[src/rtl/nspa_pkg.sv]
// ----------------------------------------------------------------------------
// nspa_pkg
// Shared types, constants and helpers for the nearest seed pixel assigner.
// ----------------------------------------------------------------------------
package nspa_pkg;

	localparam int MAX_SEEDS  = 1024;
	localparam int SLOT_BITS  = $clog2(MAX_SEEDS);
	localparam int CNT_BITS   = SLOT_BITS + 1;
	localparam int COORD_BITS = 12;
	localparam int POS_SHIFT  = 14;

	// register indexes of the configuration port
	localparam logic [2:0] REG_SEED_COUNT   = 3'd0;
	localparam logic [2:0] REG_ROW_WINDOW   = 3'd1;
	localparam logic [2:0] REG_COL_WINDOW   = 3'd2;
	localparam logic [2:0] REG_WEIGHT_ROW   = 3'd3;
	localparam logic [2:0] REG_WEIGHT_COL   = 3'd4;
	localparam logic [2:0] REG_WEIGHT_LIGHT = 3'd5;
	localparam logic [2:0] REG_WEIGHT_GR    = 3'd6;
	localparam logic [2:0] REG_WEIGHT_BY    = 3'd7;

	// input item kinds
	localparam logic ACT_LOAD  = 1'b0;
	localparam logic ACT_PIXEL = 1'b1;

	typedef struct packed {
		logic [10:0] seed_count;
		logic [12:0] row_window;
		logic [12:0] col_window;
		logic [31:0] weight_row;
		logic [31:0] weight_col;
		logic [31:0] weight_light;
		logic [31:0] weight_gr;
		logic [31:0] weight_by;
	} cfg_t;

	typedef struct packed {
		logic                 load;     // write a seed
		logic                 start;    // latch pixel, clear best
		logic                 issue;    // read one seed into the pipe
		logic [SLOT_BITS-1:0] addr;
		logic                 out_load; // capture label into output register
	} cmd_t;

	typedef struct packed {
		logic busy;
	} stat_t;

	// saturating 64-bit add
	function automatic logic [63:0] sat_add(input logic [63:0] a, input logic [63:0] b);
		logic [64:0] s;
		s = {1'b0, a} + {1'b0, b};
		return s[64] ? {64{1'b1}} : s[63:0];
	endfunction

	// magnitude of a signed 16-bit difference
	function automatic logic [15:0] abs_diff16(input logic [15:0] a, input logic [15:0] b);
		logic [16:0] d;
		d = {a[15], a} - {b[15], b};
		return d[16] ? 16'(-d) : d[15:0];
	endfunction

	function automatic logic [COORD_BITS-1:0] abs_diffc(input logic [COORD_BITS-1:0] a,
			input logic [COORD_BITS-1:0] b);
		return (a > b) ? a - b : b - a;
	endfunction

endpackage

[src/rtl/nspa_ctrl.sv]
// ----------------------------------------------------------------------------
// nspa_ctrl
// Sequencer: takes items, walks the seed store for a pixel, hands off labels.
// ----------------------------------------------------------------------------
module nspa_ctrl import nspa_pkg::*; (
	input  logic        clk,
	input  logic        arst_n,
	input  logic        s_tvalid,
	output logic        s_tready,
	input  logic        s_tuser,
	output logic        m_tvalid,
	input  logic        m_tready,
	input  logic [10:0] seed_count,
	input  stat_t       stat,
	output cmd_t        cmd
);

	typedef enum logic [1:0] {ST_IDLE, ST_RUN, ST_DRAIN, ST_FIN} state_t;

	state_t              state_q;
	logic [CNT_BITS-1:0] cnt_q;
	logic [CNT_BITS-1:0] n;
	logic                m_tvalid_q;
	logic                acc;
	logic                out_free;

	// seeds searched, clamped to the store size
	assign n = (seed_count > CNT_BITS'(MAX_SEEDS)) ? CNT_BITS'(MAX_SEEDS) : seed_count;

	assign s_tready = (state_q == ST_IDLE);
	assign acc      = s_tvalid && s_tready;
	assign out_free = !m_tvalid_q || m_tready;
	assign m_tvalid = m_tvalid_q;

	// commands to the datapath
	always_comb begin
		cmd.load     = acc && (s_tuser == ACT_LOAD);
		cmd.start    = acc && (s_tuser == ACT_PIXEL);
		cmd.issue    = (state_q == ST_RUN);
		cmd.addr     = cnt_q[SLOT_BITS-1:0];
		cmd.out_load = (state_q == ST_FIN) && out_free;
	end

	// state and registered outputs
	always_ff @(posedge clk or negedge arst_n) begin
		if (!arst_n) begin
			state_q    <= ST_IDLE;
			cnt_q      <= '0;
			m_tvalid_q <= 1'b0;
		end else begin
			if ((state_q == ST_FIN) && out_free)
				m_tvalid_q <= 1'b1;
			else if (m_tvalid_q && m_tready)
				m_tvalid_q <= 1'b0;
			case (state_q)
				ST_IDLE: begin
					if (cmd.start) begin
						cnt_q   <= '0;
						state_q <= (n == '0) ? ST_DRAIN : ST_RUN;
					end
				end
				ST_RUN: begin
					cnt_q <= cnt_q + 1'b1;
					if (cnt_q == n - 1'b1)
						state_q <= ST_DRAIN;
				end
				ST_DRAIN: begin
					if (!stat.busy)
						state_q <= ST_FIN;
				end
				ST_FIN: begin
					if (out_free)
						state_q <= ST_IDLE;
				end
				default: state_q <= ST_IDLE;
			endcase
		end
	end

endmodule

[config.mk]
export PLATFORM = sky130hd
export DESIGN_NAME = nspa_ctrl
export DESIGN_NICKNAME = d
export VERILOG_FILES = /design/src/rtl/nspa_pkg.sv /design/src/rtl/nspa_ctrl.sv
export SDC_FILE = /design/constraint.sdc
export NUM_CORES = 1
export LEC_CHECK = 0
export ABC_AREA = 1
export BUFFER_PORTS_ARGS = -buffer_cell sky130_fd_sc_hd__buf_2
export CORE_AREA = 2 2 62 64
export DETAILED_ROUTE_END_ITERATION = 16
export DIE_AREA = 0 0 64 66
export SYNTH_ARGS = -nofsm -noshare
export SYNTH_HDL_FRONTEND = slang
export SYNTH_SLANG_ARGS = --single-unit
[constraint.sdc]
create_clock -name clk -period 3.15 [get_ports clk]
set_clock_uncertainty 0.1 [all_clocks]
set_input_delay 0.63 -clock clk [delete_from_list [all_inputs] [get_ports clk]]
set_output_delay 0.63 -clock clk [all_outputs]
set_load 0.05 [all_outputs]
==> results.tsv <==
metric	value	unit
status	completed	
TritonRoute pass-1 iters	4	
Synth Cell Area	1360	um2
maximum VDD drop	0.000437	V
Arrival @ worst endpoint	2.51	ns
worst hold path type	in2async	
Starting Density	38.3	%
Most used DFF post-synth	dfrtp_1	
Area Overhead vs Synth	12.7	%
DRT iter0 DRCs	66	
Total Routing Usage GR	15.1	%
Final Cycle Share	77.0	%
DRC	0	
Ys Warns	0	
Max Cap Viol	0	
CP Launch Type	input port	
Placed Cells	275	
Fillers	394	
Final nets	256	
CP Max Fanout	7	
I/O Pins	33	
Resized cells post-CTS	0	
Syn Area/Cell	6.61	um2
DR vias/cell	4.75	
R2R Setup Slk	0.77	ns
share of synthesized registers carrying an async set or reset	100	%
clk slew on worst S/H paths	0.08	ns
global-route wire length before repair	5.09	mm
hold slack final	0.131	ns
Port Buffer Count	32	
Hold Vio Cnt, Final	0	
most frequent cells in the layout	61 x nand2_1, 32 x buf_2, 24 x inv_1	
setup_tns	0	ns
Final Setup Violations	0	
root buf cell	clkbuf_4	
RSZ-0062 raised after global routing	no	
routed vias	1325	
die height	66	um
Die W	64	um
critical path class	in2reg	
wire length per cell	10.9	um
initial antenna violation count	0	
Post-CTS Setup Repair Bufs	0	
drt total wl	3.05	mm
FF+latch count, synth	14	
CTS Hold Bufs	0	
Antenna Cells	0	
Tmin final	2.43	ns
Power Dens Cells	753	nW/um2
clk_lat worst skew	0.28	ns
worst endpoint required time	3.23	ns
Congestion Overflow GR	0	
final cell count without fillers	279	
clk sinks	14	
EDFF count, synth	0	
dpl cell area	1500	um2
actual slew at the worst max-slew pin	0.472	ns
Core Rows	22	
vias in the first global route	1210	
sequential share of the synthesized area	25.7	%
largest net degree at the start of global routing	15	
CTS tree	done	
fmax	412	MHz
Crit. End Element	flop	
Core Area	3550	um2
die area	4220	um2
buffer depth of the longest clock path	2	
Synth cell types	30	
Final Wtd Congestion	0.753	
H-tree levels	1	
max_slew headroom	68.4	%
half-perimeter wire length after placement	2.53	mm
Slew Limit Fails	0	
share of cells above drive strength 1	20.8	%
syn nets	230	
Inserted Clock Buffers	3	
Mapped Cells	206	
Finished Cell Area	1530	um2
most common cell after layout, fill and taps aside	nand2_1	
P_leak	0.828	nW
Routed Antenna Nets	0	
sequential cells by signal (all words and copies together), names as in the netlist:
name	cells
m_tvalid	1
cnt_q	11
state_q	2
cell families (layout without fill, tap and decap cells):
| logic type | after synthesis | in the layout | synth area share (%) |
|---|---|---|---|
| and+or+nand+nor | 117 | 117 | 39.4 |
| adders and majority gates | 7 | 7 | 6.43 |
| DFF | 14 | 14 | 25.7 |
| AOI/OAI and AO/OA | 23 | 23 | 10.0 |
| xor gates and xnor gates | 7 | 7 | 4.50 |
| buffers and inverters | 38 | 63 | 13.9 |
stage by stage:
step / power (mW) / util [%] / setup WS, ns
2_1_floorplan: 0.928 / - / 0.625
3_3_place_gp: 1.03 / 42.2 / 0.426
3_5_place_dp: 1.03 / 42.2 / 0.407
4_1_cts: 1.17 / 43.2 / 0.714
5_1_grt: 1.26 / 43.2 / 0.444
6_report: 1.15 / 43.2 / 0.725
where the power goes:
| group | switching, mW | internal (mW) | total (mW) |
|---|---|---|---|
| Combinational | 0.516 | 0.202 | 0.718 |
| Sequential | 0.0661 | 0.240 | 0.306 |
| Clock | 0.0594 | 0.0704 | 0.130 |
worst paths after layout:
kind	endpoint	startpoint	depth (start not counted)
setup / recovery	state_q[1]	seed_count[6]	18
setup reg to reg	cnt_q[10]	state_q[0]	11
min in group clk	m_tvalid	m_tvalid	2
hold / removal	cnt_q[0]	arst_n	1
max in group asynchronous	cnt_q[5]	arst_n	1
hold reg to reg	m_tvalid	m_tvalid	2
critical path: stages:
cell,delay [ns]
buf_2,0.14
nor2_1,0.11
nand3_1,0.10
o21bai_2,0.18
nand2_1,0.12
ha_1,0.32
xor2_1,0.15
nand2_1,0.07
nor2_1,0.08
nand2_1,0.05
nor2_1,0.09
nand2_1,0.05
nor2_1,0.09
nand2_1,0.07
nand2_2,0.08
nand2_2,0.05
nand2_1,0.07
nand2_1,0.04
cell usage after synthesis, types with 2 or more instances:
| library cell | instances | share of area [%] |
|---|---|---|
| o21ai_0 | 10 | 3.7 |
| nand2_1 | 61 | 17 |
| inv_2 | 2 | 0.55 |
| nand4_1 | 4 | 1.8 |
| nand3_1 | 19 | 7.0 |
| buf_4 | 10 | 5.5 |
| ha_1 | 7 | 6.4 |
| o22ai_1 | 2 | 0.92 |
| a21oi_1 | 6 | 2.2 |
| inv_1 | 24 | 6.6 |
| nor3_2 | 2 | 1.5 |
| xor2_1 | 6 | 3.9 |
| nor2_1 | 17 | 4.7 |
| nor3b_1 | 5 | 2.8 |
| nand2_2 | 3 | 1.4 |
| dfrtp_1 | 14 | 26 |
routing by layer:
layer,vias to the layer above,global-route usage [%],routed length [um]
li1,708,-,-
met3,5,1.87,134
met4,0,4.89,34
met1,578,20.6,1550
met5,-,0,0
met2,34,24.9,1340
area by class of cell:
| type | count | area [um2] | share of cell area [%] |
|---|---|---|---|
| Tap cell | 48 | 60.1 | 3.92 |
| Sequential cell | 14 | 350 | 22.8 |
| Timing Repair Buffer | 33 | 168 | 10.9 |
| Inverter | 26 | 97.6 | 6.36 |
| Multi-Input combinational cell | 154 | 822 | 53.6 |
| Clock buffer | 4 | 36.3 | 2.37 |
Note: power is estimated with default switching activity, not from simulation.
